==> src/hdl/tha_pkg.sv <==
// package for the temperature health alarm unit
// holds status and motor codes, register indexes and register reset values
// no dependencies
package tha_pkg;

    typedef enum logic [1:0]
    {
        STATUS_NORMAL  = 2'd0,
        STATUS_WARNING = 2'd1,
        STATUS_DANGER  = 2'd2
    } status_t;

    typedef enum logic [1:0]
    {
        MOTOR_OFF       = 2'd0,
        MOTOR_STEADY    = 2'd1,
        MOTOR_HEARTBEAT = 2'd2,
        MOTOR_PATTERN   = 2'd3
    } motor_t;

    localparam int CFG_INDEX_BITS = 3;

    localparam logic [CFG_INDEX_BITS-1:0] REG_DANGER_LOW  = 3'd0;
    localparam logic [CFG_INDEX_BITS-1:0] REG_WARN        = 3'd1;
    localparam logic [CFG_INDEX_BITS-1:0] REG_DANGER_HIGH = 3'd2;
    localparam logic [CFG_INDEX_BITS-1:0] REG_PERSIST     = 3'd3;
    localparam logic [CFG_INDEX_BITS-1:0] REG_HEARTBEAT   = 3'd4;

    localparam logic [7:0]  RST_DANGER_LOW  = 8'd36;
    localparam logic [7:0]  RST_WARN        = 8'd38;
    localparam logic [7:0]  RST_DANGER_HIGH = 8'd40;
    localparam logic [31:0] RST_PERSIST     = 32'd2000000;
    localparam logic [31:0] RST_HEARTBEAT   = 32'd10000000;

endpackage

==> src/hdl/temperature_health_alarm_unit.sv <==
// temperature health alarm unit: status, led and motor mode per temperature sample
// depends on tha_pkg for status and motor codes, register indexes and reset values
// an accepted request passes the input register, then the result register on the master side
// throughput: one request per cycle while m_tready does not stall the result register, set by
//   the single compare and subtract pass between the input register and the result register
// reset: rst_n asynchronous active low; levels and times return to their defaults,
//   status goes to normal, high flag and both time marks clear, pipeline empties
module temperature_health_alarm_unit
#(
    parameter int TIME_BITS = 32
)
(
    input  logic        clk,
    input  logic        rst_n,

    input  logic        s_tvalid,
    output logic        s_tready,
    input  logic [39:0] s_tdata,   // temperature [7:0], now_us [39:8]

    output logic        m_tvalid,
    input  logic        m_tready,
    output logic [7:0]  m_tdata,   // health_status [1:0], led_on [2], motor_mode [4:3], zero

    input  logic                               cfg_valid,
    output logic                               cfg_ready,
    input  logic [tha_pkg::CFG_INDEX_BITS-1:0] cfg_index,
    input  logic [31:0]                        cfg_data
);

    logic [7:0]  danger_low_reg;
    logic [7:0]  warn_reg;
    logic [7:0]  danger_high_reg;
    logic [31:0] persist_reg;
    logic [31:0] heartbeat_reg;

    logic        in_valid_reg;
    logic [7:0]  in_temp_reg;
    logic [31:0] in_now_reg;

    tha_pkg::status_t       status_reg;
    tha_pkg::status_t       status_next;
    logic                   high_seen_reg;
    logic                   high_seen_next;
    logic [TIME_BITS-1:0]   high_start_reg;
    logic [TIME_BITS-1:0]   high_start_next;
    logic [TIME_BITS-1:0]   last_beat_reg;
    logic [TIME_BITS-1:0]   last_beat_next;
    tha_pkg::motor_t        motor_next;

    logic                   m_valid_reg;
    tha_pkg::status_t       out_status_reg;
    tha_pkg::motor_t        out_motor_reg;

    logic                   out_free;
    logic                   advance;
    logic [TIME_BITS+31:0]  now_ext;
    logic [TIME_BITS-1:0]   now_t;
    logic [TIME_BITS-1:0]   high_elapsed;
    logic [TIME_BITS-1:0]   beat_elapsed;

    assign cfg_ready = 1'b1;
    assign out_free  = !m_valid_reg || m_tready;
    assign advance   = in_valid_reg && out_free;
    assign s_tready  = !in_valid_reg || out_free;

    assign m_tvalid = m_valid_reg;
    assign m_tdata  = {3'b000, out_motor_reg, (out_status_reg == tha_pkg::STATUS_DANGER),
                       out_status_reg};

    // configuration registers
    always_ff @(posedge clk or negedge rst_n)
    begin
        if (!rst_n)
        begin
            danger_low_reg  <= tha_pkg::RST_DANGER_LOW;
            warn_reg        <= tha_pkg::RST_WARN;
            danger_high_reg <= tha_pkg::RST_DANGER_HIGH;
            persist_reg     <= tha_pkg::RST_PERSIST;
            heartbeat_reg   <= tha_pkg::RST_HEARTBEAT;
        end
        else if (cfg_valid)
        begin
            unique case (cfg_index)
                tha_pkg::REG_DANGER_LOW:  danger_low_reg  <= cfg_data[7:0];
                tha_pkg::REG_WARN:        warn_reg        <= cfg_data[7:0];
                tha_pkg::REG_DANGER_HIGH: danger_high_reg <= cfg_data[7:0];
                tha_pkg::REG_PERSIST:     persist_reg     <= cfg_data;
                tha_pkg::REG_HEARTBEAT:   heartbeat_reg   <= cfg_data;
                default:                  ;
            endcase
        end
    end

    // input register
    always_ff @(posedge clk or negedge rst_n)
    begin
        if (!rst_n)
        begin
            in_valid_reg <= 1'b0;
        end
        else if (s_tready)
        begin
            in_valid_reg <= s_tvalid;
        end
    end

    always_ff @(posedge clk)
    begin
        if (s_tvalid && s_tready)
        begin
            in_temp_reg <= s_tdata[7:0];
            in_now_reg  <= s_tdata[39:8];
        end
    end

    // time wraps at TIME_BITS
    assign now_ext = {{TIME_BITS{1'b0}}, in_now_reg};
    assign now_t   = now_ext[TIME_BITS-1:0];

    always_comb
    begin
        status_next     = status_reg;
        high_seen_next  = high_seen_reg;
        high_start_next = high_start_reg;
        last_beat_next  = last_beat_reg;
        motor_next      = tha_pkg::MOTOR_OFF;

        if (in_temp_reg < danger_low_reg || in_temp_reg > danger_high_reg)
        begin
            status_next = tha_pkg::STATUS_DANGER;
        end
        if (in_temp_reg >= danger_low_reg && in_temp_reg <= warn_reg)
        begin
            status_next    = tha_pkg::STATUS_NORMAL;
            high_seen_next = 1'b0;
        end
        if (in_temp_reg > warn_reg && status_next != tha_pkg::STATUS_DANGER)
        begin
            if (!high_seen_next)
            begin
                high_start_next = now_t;
                high_seen_next  = 1'b1;
            end
            if ({32'd0, high_elapsed} > {{TIME_BITS{1'b0}}, persist_reg})
            begin
                status_next = tha_pkg::STATUS_WARNING;
            end
        end

        unique case (status_next)
            tha_pkg::STATUS_NORMAL:
            begin
                if ({32'd0, beat_elapsed} > {{TIME_BITS{1'b0}}, heartbeat_reg})
                begin
                    last_beat_next = now_t;
                    motor_next     = tha_pkg::MOTOR_HEARTBEAT;
                end
            end
            tha_pkg::STATUS_WARNING: motor_next = tha_pkg::MOTOR_STEADY;
            default:                 motor_next = tha_pkg::MOTOR_PATTERN;
        endcase
    end

    // a fresh high start gives zero elapsed time
    assign high_elapsed = (high_seen_reg && !(in_temp_reg >= danger_low_reg
                          && in_temp_reg <= warn_reg)) ? (now_t - high_start_reg)
                          : {TIME_BITS{1'b0}};
    assign beat_elapsed = now_t - last_beat_reg;

    // block state
    always_ff @(posedge clk or negedge rst_n)
    begin
        if (!rst_n)
        begin
            status_reg     <= tha_pkg::STATUS_NORMAL;
            high_seen_reg  <= 1'b0;
            high_start_reg <= {TIME_BITS{1'b0}};
            last_beat_reg  <= {TIME_BITS{1'b0}};
        end
        else if (advance)
        begin
            status_reg     <= status_next;
            high_seen_reg  <= high_seen_next;
            high_start_reg <= high_start_next;
            last_beat_reg  <= last_beat_next;
        end
    end

    // result register
    always_ff @(posedge clk or negedge rst_n)
    begin
        if (!rst_n)
        begin
            m_valid_reg <= 1'b0;
        end
        else if (out_free)
        begin
            m_valid_reg <= in_valid_reg;
        end
    end

    always_ff @(posedge clk)
    begin
        if (advance)
        begin
            out_status_reg <= status_next;
            out_motor_reg  <= motor_next;
        end
    end

    a_led_matches_status: assert property (@(posedge clk) disable iff (!rst_n)
        m_tvalid |-> (m_tdata[2] == (out_status_reg == tha_pkg::STATUS_DANGER)))
        else $error("led state does not follow danger status");

    a_pattern_only_in_danger: assert property (@(posedge clk) disable iff (!rst_n)
        m_tvalid |-> ((out_motor_reg == tha_pkg::MOTOR_PATTERN)
                      == (out_status_reg == tha_pkg::STATUS_DANGER)))
        else $error("danger pattern and danger status disagree");

    a_warning_steady: assert property (@(posedge clk) disable iff (!rst_n)
        (m_tvalid && out_status_reg == tha_pkg::STATUS_WARNING)
        |-> (out_motor_reg == tha_pkg::MOTOR_STEADY))
        else $error("warning without steady motor");

    a_result_held: assert property (@(posedge clk) disable iff (!rst_n)
        (m_tvalid && !m_tready) |=> (m_tvalid && $stable(m_tdata)))
        else $error("stalled result changed");

    a_state_only_on_advance: assert property (@(posedge clk) disable iff (!rst_n)
        !advance |=> ($stable(status_reg) && $stable(last_beat_reg)))
        else $error("state changed without a request");

endmodule
==> config.mk <==
export PLATFORM = sky130hd
export DESIGN_NAME = temperature_health_alarm_unit
export DESIGN_NICKNAME = d
export VERILOG_FILES = /design/src/hdl/tha_pkg.sv /design/src/hdl/temperature_health_alarm_unit.sv
export SDC_FILE = /design/constraint.sdc
export NUM_CORES = 1
export LEC_CHECK = 0
export ABC_AREA = 1
export ABC_CLOCK_PERIOD_IN_PS = 3400
export BUFFER_PORTS_ARGS = -buffer_cell sky130_fd_sc_hd__buf_2
export CORE_AREA = 4 4 161 163
export CTS_CLUSTER_DIAMETER = 40
export DETAILED_ROUTE_END_ITERATION = 8
export DIE_AREA = 0 0 165 167
export PLACE_DENSITY = 0.87
export SYNTH_ARGS = -nofsm -noshare
export SYNTH_HDL_FRONTEND = slang
export SYNTH_SLANG_ARGS = --single-unit
==> constraint.sdc <==
create_clock -name clk -period 3.4 [get_ports clk]
set_input_delay 0.68 -clock clk [delete_from_list [all_inputs] [get_ports clk]]
set_output_delay 0.68 -clock clk [all_outputs]
set_load 0.01 [all_outputs]
**Yosys cells after proc, flatten, opt, wreduce, memory -nomap -nowiden**

Cells that the tools add are included.

- Input port bits: 80
- Word-level logic and storage cells: 61
- Output and inout port bits: 11
- Bits in registers: 201

- $lt $le $gt $ge: 7
- Equal/unequal tests: 7
- Reduce and logical (&&, ||, !) cells: 20
- Bitwise operators: 1
- Muxes and demuxes: 9
- Add/sub/neg operators: 2

Operators by type and width:

| operator | number |
|---|---|
| > comparator 32 bit | 2 |
| subtractor 32 bit | 2 |
| 2-to-1 mux 32 bit | 1 |
| > comparator 8 bit | 2 |
| 2-to-1 mux 2 bit | 5 |
| AND reduction 2 bit | 5 |
| >= comparator 8 bit | 1 |
| less-or-equal comparator 8 bit | 1 |
| less-than comparator 8 bit | 1 |
| == test 3 x 2 -> 1 bit, second input constant | 2 |
| AND reduction 3 bit | 2 |
| logical AND 1 bit | 5 |
| one-hot mux 2 bit (2 select lines) | 1 |
| == test 3 x 1 -> 1 bit, second input constant | 1 |
| == test 3 bit, second input constant | 1 |
| zero test 1 bit | 3 |
| zero test 3 bit | 1 |
| logical OR 1 bit | 3 |
| == test 2 x 1 -> 1 bit, second input constant | 1 |
| == test 2 bit, second input constant | 1 |
| zero test 2 bit | 1 |
| 2-to-1 mux 1 bit | 2 |
| inequality test 2 bit, second input constant | 1 |
| NOT 1 bit | 1 |

**Logic depth before layout (Yosys ltp)**

Gate-level depths: netlist of the first run.

- Depth after elaboration: 10
- Gate-level depth with buffers: 33
- Depth with buffers taken out: 31

**Least setup slack after synthesis of the first run**

No wires, ideal clock.

- Kind: flip-flop to flip-flop
- From: register in_now_reg[0]
- To: register last_beat_reg[12]
- Period minus slack after synthesis: 3.556 ns
- Slack: -0.156 ns
- Required time: 3.282 ns
- Arrival time: 3.437 ns
- Stages on the path, launching flop included: 25
- Setup time: 0.118 ns
- Buffers on the path: 1
- Cells stage by stage: edfxtp_1 > inv_1 > ha_1 > inv_1 > fa_1 > nand3_1 > nand2_1 > a21boi_1 > o21ai_1 > a31oi_2 > o21ai_1 > nand2_1 > nand2_1 > nand2_1 > nand2_1 > ha_1 > nand2_1 > o21a_1 > o21ai_0 > a21oi_1 > a21oi_4 > nand4_2 > buf_2 > nand2_1 > nand2_1

- Longest elaborated chain between the ends: 7
- Elaborated cells on any way between the ends: 9
- Those cells by class: add/sub: 2; order compare: 2; mux: 3; reduce/logical: 2

RTL lines:

| what | line | RTL |
|---|---|---|
| start: declaration | temperature_health_alarm_unit.sv:38 | `logic [31:0] in_now_reg;` |
| start signal: assignment | temperature_health_alarm_unit.sv:112 | `in_now_reg <= s_tdata[39:8];` |
| subtractor 32 bit | temperature_health_alarm_unit.sv:166 | `&& in_temp_reg <= warn_reg)) ? (now_t - high_start_reg)` |
| 2-to-1 mux 32 bit | temperature_health_alarm_unit.sv:166 |  |
| > comparator 32 bit | temperature_health_alarm_unit.sv:144 | `if ({32'd0, high_elapsed} > {{TIME_BITS{1'b0}}, persist_reg})` |
| 2-to-1 mux 2 bit | temperature_health_alarm_unit.sv:144 |  |
| 2-to-1 mux 2 bit | temperature_health_alarm_unit.sv:137 | `if (in_temp_reg > warn_reg && status_next != tha_pkg::STATUS_DANGER)` |
| zero test 2 bit | temperature_health_alarm_unit.sv:150 | `unique case (status_next)` |
| AND reduction 3 bit (no source line) (*) | - |  |
| end signal: assignment | temperature_health_alarm_unit.sv:178 | `last_beat_reg <= {TIME_BITS{1'b0}};` |
| end signal: assignment | temperature_health_alarm_unit.sv:185 | `last_beat_reg <= last_beat_next;` |
| end: declaration | temperature_health_alarm_unit.sv:46 | `logic [TIME_BITS-1:0] last_beat_reg;` |

Every way passes the cells marked *; elsewhere a longest branch is shown, timed or not.
A chain may end at the register's enable or synchronous reset.

**Worst setup path after layout of the first run**

- From: register in_now_reg[5]
- To: register last_beat_reg[29]

The elaborated chain is that of the path after synthesis.

==> results of run 1 <==
report_power, final:
part / internal [W] / switching [W]
registers: 0.00315 / 0.000387
clock network: 0.00236 / 0.00136
logic: 0.00501 / 0.00630
total: 0.0105 / 0.00805
routing by layer:
layer,GRT usage (%),routed length (microns),vias up
met5,0,27,-
met4,12.2,1990,4
met3,5.12,3990,175
met2,48.3,20300,710
met1,41.9,17900,6347
li1,-,-,6230
layout make-up:
cell class / count / area [sq um] / area share, %
timing repair buffer: 366 / 2720 / 14.9
clock inverter: 23 / 294 / 1.61
sequential: 201 / 5280 / 28.9
tap: 324 / 405 / 2.22
inverter: 273 / 1030 / 5.64
multi-input combinational: 1156 / 7590 / 41.5
clock buffer: 41 / 951 / 5.20
cells in the mapped netlist, types with 8 or more instances:
cell | n | share of area (%)
nor3_1 | 16 | 0.60
dfstp_2 | 22 | 4.3
nand2_1 | 357 | 10
dfrtp_1 | 135 | 25
nand3_1 | 34 | 1.3
inv_1 | 264 | 7.4
nor2_1 | 126 | 3.5
ha_1 | 150 | 14
a21oi_1 | 148 | 5.6
o21a_1 | 8 | 0.45
edfxtp_1 | 44 | 9.9
xnor2_1 | 15 | 0.98
a21o_1 | 14 | 0.79
nand4_1 | 46 | 2.2
o21ai_1 | 11 | 0.41
xor2_1 | 28 | 1.8
clkbuf_1 | 16 | 0.45
buf_2 | 13 | 0.49
o21bai_1 | 8 | 0.45
inv_2 | 8 | 0.23
a31oi_1 | 8 | 0.38
o21ai_0 | 133 | 5.0
how the worst max path moves through the flow:
stage | start | to | slack, ns | depth (start not counted)
global route | in_now_reg[13] | last_beat_reg[29] | -0.88 | 25
CTS | in_now_reg[0] | last_beat_reg[27] | -0.56 | 26
floorplan | in_now_reg[0] | last_beat_reg[31] | 0.0007 | 24
finish | in_now_reg[5] | last_beat_reg[29] | -0.81 | 23
detailed placement | in_now_reg[0] | last_beat_reg[13] | -0.65 | 27
global placement | in_now_reg[0] | out_motor_reg[1] | -0.50 | 27
cell families (layout without fill, tap and decap cells):
group,Yosys count,count (layout)
XOR/XNOR,43,43
AO/OA/AOI/OAI,353,353
flip-flops,201,201
AND/OR/NAND/NOR,604,604
buffers and inverters,312,703
adder cells (fa/ha/maj),152,152
other,2,4
timing repair:
action                     4_1_cts  5_1_grt
hold buffers                     0        0
gates resized for setup         72      107
cloned                           2        4
hold endpoints to repair         0        0
pin swaps                       15       49
setup buffers                   21       17
setup endpoints to repair       38       38
metrics by stage:
stage	hold slack, ns	TNS [ns]
2_1_floorplan	0.384	0
3_3_place_gp	0.465	-18.33
5_1_grt	0.241	-30.33
3_5_place_dp	0.468	-23.60
4_1_cts	0.222	-18.77
6_report	0.183	-27.15
==> results.py, run 1 <==
metrics = {
    "cells_and_area": {
        "design_area_sq_mm": 0.0183,
        "postLayoutCoreUtil_pct": 75.1,
        "nFillCells": 1589,
        "nets": 2265,
        "layout_common_cells": "nand2_1, buf_4, inv_1",
        "diodes": 0,
        "layout_commonest_cell": "nand2_1",
        "drive_above_1_share_pct": 30.0,
        "instances_no_fill": 2384,
        "syn_to_final_growth_pct": 36.9,
    },
    "floorplan": {
        "core_region_area_sq_mm": 0.0243,
        "start_util_pct": 54.9,
        "fp.dieW_microns": 165,
        "die_h_microns": 167,
        "dieArea_sq_mm": 0.0276,
        "ios": 91,
        "rows": 57,
    },
    "routing": {
        "firstDrtPassIters": 7,
        "drc_errors": 0,
        "routed_wl_mm": 44.2,
        "vias": 13500,
        "drt-vias-per-instance": 5.65,
        "ant_nets": 0,
        "wire_per_inst_microns": 18.5,
        "drt_iter0_markers": 1215,
    },
    "status": {
        "status": "complete, but fails checks",
        "failed_checks": "setup timing",
    },
    "clock_network": {
        "path_clk_slew_ns": 0.05,
        "cts-buffers-inserted": 35,
        "cts_tree": "yes",
        "clk_latency_ns": 0.53,
        "cts.sinks": 201,
        "clockBufferDepth": 3,
        "cts_root_buffer": "clkbuf_16",
        "htreeDepth": 2,
    },
    "setup_path": {
        "path_buf_inv": 5,
        "ff2ff_path_depth": 23,
        "critPathCaptureType": "flop",
        "crit_chain": "buf_4 > ha_1 > a21oi_1 > buf_4 > nand2_4 > a21boi_4 > o21ai_4 > nand3_2 > nand2_2 > o21ai_2 > a21oi_2 > ha_1 > nand4_1 > nor4_4 > nand3b_1 > nand2_2 > nand2_4 > buf_6 > a21oi_4 > buf_12 > clkbuf_16 > nand4_1 > nand2_1",
        "critPathMaxStageDelay_ns": 0.42,
        "worstPathArrival_ns": 4.66,
        "cp-start-kind": "flop",
        "cp_max_fo": 6,
        "reg2reg_slack_ns": -0.81,
        "worstSetupPathType": "reg -> reg",
        "path_delay_family": "simple AND/OR/NAND/NOR gates",
        "reg2reg_to": "last_beat_reg[29]",
        "slowest_stage": "edfxtp_1",
        "regToRegStartpoint": "in_now_reg[5]",
        "critPathRequiredTime_ns": 3.86,
    },
    "synthesis": {
        "async_flop_share_pct": 78.1,
        "yosysSeqAreaShare_pct": 39.6,
        "synth_edf_count": 44,
        "yosysWarnings": 0,
        "synthAdderAreaFrac_pct": 14.4,
        "synth_xor_xnor_area_share_pct": 2.82,
        "synth_ff_type": "dfrtp_1",
        "syn_area_per_cell_sq_um": 8.00,
        "synth.area.mux_share_pct": 0,
        "synth_top_family_by_area": "simple AND/OR/NAND/NOR gates",
        "synth_seq_cells": 201,
        "yosys.cell_types.count": 54,
        "synth_compound_area_share_pct": 14.6,
        "syn-cell-area_sq_mm": 0.0133,
        "syn-instance-count": 1667,
        "synthSimpleGateAreaFrac_pct": 19.3,
    },
    "place": {
        "io_buffers": 86,
        "post-place-ws_ns": -0.651,
        "place_area_sq_mm": 0.0159,
        "dp.cells": 2278,
        "dp_hpwl_mm": 29.6,
        "gp_routability_congestion": 0.958,
    },
    "global_route": {
        "grt_overflow": 0,
        "grt.total_usage_pct": 30.6,
        "grt_pass1_vias": 13400,
        "grt_max_degree": 70,
        "grt_pass1_wl_mm": 67.4,
        "antenna_found_initial": 2,
    },
    "timing": {
        "rsz0062_at_grt": "true",
        "finalHoldViolCount": 0,
        "finClkSkew_ns": 0.0137,
        "fin_crit_sh_pct": 124,
        "finalSetupViolations": 38,
        "fin_ws_ns": -0.807,
        "max_slew_margin_pct": 51.1,
        "period_minus_slack_ns": 4.21,
        "fmax_ghz": 0.238,
        "tightest_slew_ns": 0.734,
        "finalMaxSlewViolations": 0,
    },
    "power": {
        "ir_drop_mv": 0.621,
        "power.density_mw_per_mm2": 1020,
        "p_leak_nw": 9.34,
        "power_w": 0.0186,
    },
    "job": {
        "max_cap_violations": 0,
    },
    "hold_path": {
        "holdCritPathClass": "in -> async",
    },
}
Power figures use the tool's default switching activity.
==> run 2, diff against run 1 <==
SETUP_SLACK_MARGIN = 0.15   (was unset)
==> run 2 against run 1 <==
Critical endpoint is now last_beat_reg[0]; the run still ends with setup timing left; wire length is 1.9% higher; final cell count decreased by 0.67%; register-to-register slack barely moved; fmax is 0.27% higher; die area stayed put; sequential share of layout area up 0.34 points; clock skew is 0.016 ns higher; first-iteration DRC count grew 11%; via count increased by 1.1%; critical path depth grew 2; utilization shrank 0.88 points.
==> results.py, run 2 (synthesized netlist as in run 1, its figures left out) <==
metrics = {
    "status": {
        "status": "complete, but fails checks",
        "failed_checks": "setup timing",
    },
    "hold_path": {
        "holdCritPathClass": "in -> async",
    },
    "global_route": {
        "grt_pass1_vias": 13900,
        "grt_overflow": 0,
        "antenna_found_initial": 1,
        "grt.total_usage_pct": 31.8,
        "grt_pass1_wl_mm": 69.8,
        "grt_max_degree": 67,
    },
    "floorplan": {
        "start_util_pct": 54.9,
        "core_region_area_sq_mm": 0.0243,
        "ios": 91,
        "dieArea_sq_mm": 0.0276,
        "fp.dieW_microns": 165,
        "rows": 57,
        "die_h_microns": 167,
    },
    "job": {
        "max_cap_violations": 0,
    },
    "routing": {
        "ant_nets": 0,
        "wire_per_inst_microns": 19.0,
        "met3_length_mm": 4.13,
        "vias": 13600,
        "routed_wl_mm": 45.1,
        "m1WireLength_mm": 17.4,
        "firstDrtPassIters": 6,
        "drt-vias-per-instance": 5.75,
        "dr.max_layer_used": "met5",
        "drc_errors": 0,
        "met2_length_mm": 20.9,
        "drt_iter0_markers": 1353,
    },
    "timing": {
        "fin_crit_sh_pct": 123,
        "tightest_slew_ns": 0.717,
        "finClkSkew_ns": 0.0294,
        "fmax_ghz": 0.238,
        "worst_hold_slack_ns": 0.155,
        "rsz0062_at_grt": "true",
        "fin_ws_ns": -0.796,
        "finalMaxSlewViolations": 0,
        "finalSetupViolations": 38,
        "finalHoldViolCount": 0,
        "max_slew_margin_pct": 52.2,
        "period_minus_slack_ns": 4.20,
        "finalSetupTns_ns": -26.99,
    },
    "setup_path": {
        "critPathRequiredTime_ns": 3.80,
        "cp-start-kind": "flop",
        "worstSetupPathType": "reg -> reg",
        "worstPathArrival_ns": 4.60,
        "critPathCaptureType": "flop",
        "cp_max_fo": 16,
    },
    "power": {
        "pwr-share-clk_pct": 17.9,
        "power.density_mw_per_mm2": 1020,
        "pwr-share-seq_pct": 19.3,
        "p_leak_nw": 9.21,
        "ir_drop_mv": 0.657,
        "comb_power_share_pct": 62.8,
        "switching_share_pct": 44.9,
        "cell_internal_pwr_w": 0.0101,
        "power_switching_w": 0.00826,
    },
    "place": {
        "dp_hpwl_mm": 30.4,
        "io_buffers": 86,
        "gp_routability_congestion": 0.989,
        "place_area_sq_mm": 0.0158,
    },
    "cells_and_area": {
        "syn_to_final_growth_pct": 35.3,
        "nets": 2250,
        "drive_above_1_share_pct": 29.1,
        "design_area_sq_mm": 0.0181,
        "layout_commonest_cell": "nand2_1",
        "diodes": 0,
        "layout_common_cells": "nand2_1, inv_1, buf_4",
        "nFillCells": 1638,
    },
    "clock_network": {
        "clk_latency_ns": 0.52,
        "cts-buffers-inserted": 34,
        "path_clk_slew_ns": 0.06,
        "cts_tree": "yes",
        "cts_root_buffer": "clkbuf_16",
        "htreeDepth": 2,
        "cts.sinks": 201,
        "clockBufferDepth": 3,
    },
}
## run 2: cell types whose count changed in the layout (fill, tap and decap cells not counted), moves of 4 or more
cell       previous run  this run
buf_4               263       248
nand2_4              10        22
nand2_2              41        31
clkbuf_16            41        34
buf_6                 5        10
inv_6                 5        10
nor3_1                9        14
inv_2                15        11
nor3_2                7         3
## run 2: metal layers
metal | GRT usage (%) | up-vias
met2 | 51.7 | 752
met5 | 0 | -
met3 | 5.19 | 213
met1 | 41.2 | 6449
li1 | - | 6200
met4 | 15.2 | 2
## run 2: area by class of cell
cell class / count / area, sq um / area share [%]
clock buffer: 40 / 883 / 4.89
clock inverter: 22 / 203 / 1.12
inverter: 273 / 1040 / 5.77
multi-input combinational: 1156 / 7640 / 42.3
sequential: 201 / 5280 / 29.2
tap: 324 / 405 / 2.25
timing repair buffer: 352 / 2610 / 14.4
## run 2: worst paths after layout
path	startpoint	endpoint	slack (ns)	depth (start not counted)
max	in_now_reg[0]	last_beat_reg[0]	-0.80	25
min	rst_n	last_beat_reg[21]	0.16	1
max reg2reg	in_now_reg[0]	last_beat_reg[0]	-0.80	25
min reg2reg	heartbeat_reg[26]	heartbeat_reg[26]	0.48	2
max in group asynchronous	rst_n	persist_reg[10]	2.23	2
min in group clk	s_tdata[5]	in_temp_reg[5]	0.33	1
## run 2: repair_timing
item / CTS / global route
buffers inserted: 30 / 9
endpoints found under the setup margin: 38 / 38
pin swaps: 42 / 21
hold endpoints to repair: 0 / 0
gates resized for setup: 110 / 68
hold buffers: 0 / 0
cloned: 3 / 0
## run 2: power by group through the flow
| stage | logic (W) | registers (W) | clock network [W] |
|---|---|---|---|
| 2_1_floorplan | 0.00557 | 0.00341 | 0 |
| 3_3_place_gp | 0.00892 | 0.00347 | 0 |
| 3_5_place_dp | 0.00929 | 0.00349 | 0 |
| 4_1_cts | 0.0106 | 0.00350 | 0.00330 |
| 5_1_grt | 0.0124 | 0.00360 | 0.00345 |
| 6_report | 0.0116 | 0.00354 | 0.00330 |
## run 2: stage by stage
stage / util (%) / setup WS (ns) / power, W / cells
after floorplan: - / 0.0150 / 0.00898 / 1669
after global placement: 64.8 / -0.651 / 0.0124 / 2264
after detailed placement: 64.8 / -0.764 / 0.0128 / 2264
after CTS: 72.8 / -0.621 / 0.0174 / 2359
after global routing: 74.2 / -1.02 / 0.0194 / 2368
final: 74.2 / -0.796 / 0.0184 / 2368
## run 2: worst max-delay path, cell delays in order (launching register included)
cell	delay [ns]
edfxtp_1	0.40
inv_2	0.08
buf_6	0.10
ha_4	0.13
inv_4	0.04
fa_2	0.37
nand3_4	0.09
nand2_4	0.07
buf_6	0.12
nand4_1	0.09
nand3_2	0.11
nand2_1	0.09
o211ai_1	0.15
a21oi_1	0.22
xor2_1	0.13
ha_1	0.29
nand2_1	0.05
nor2_2	0.12
nand4_1	0.14
nor3_2	0.31
nand2_1	0.14
a21oi_4	0.18
nand4_4	0.16
bufbuf_16	0.35
nand2_1	0.08
nand2_1	0.07
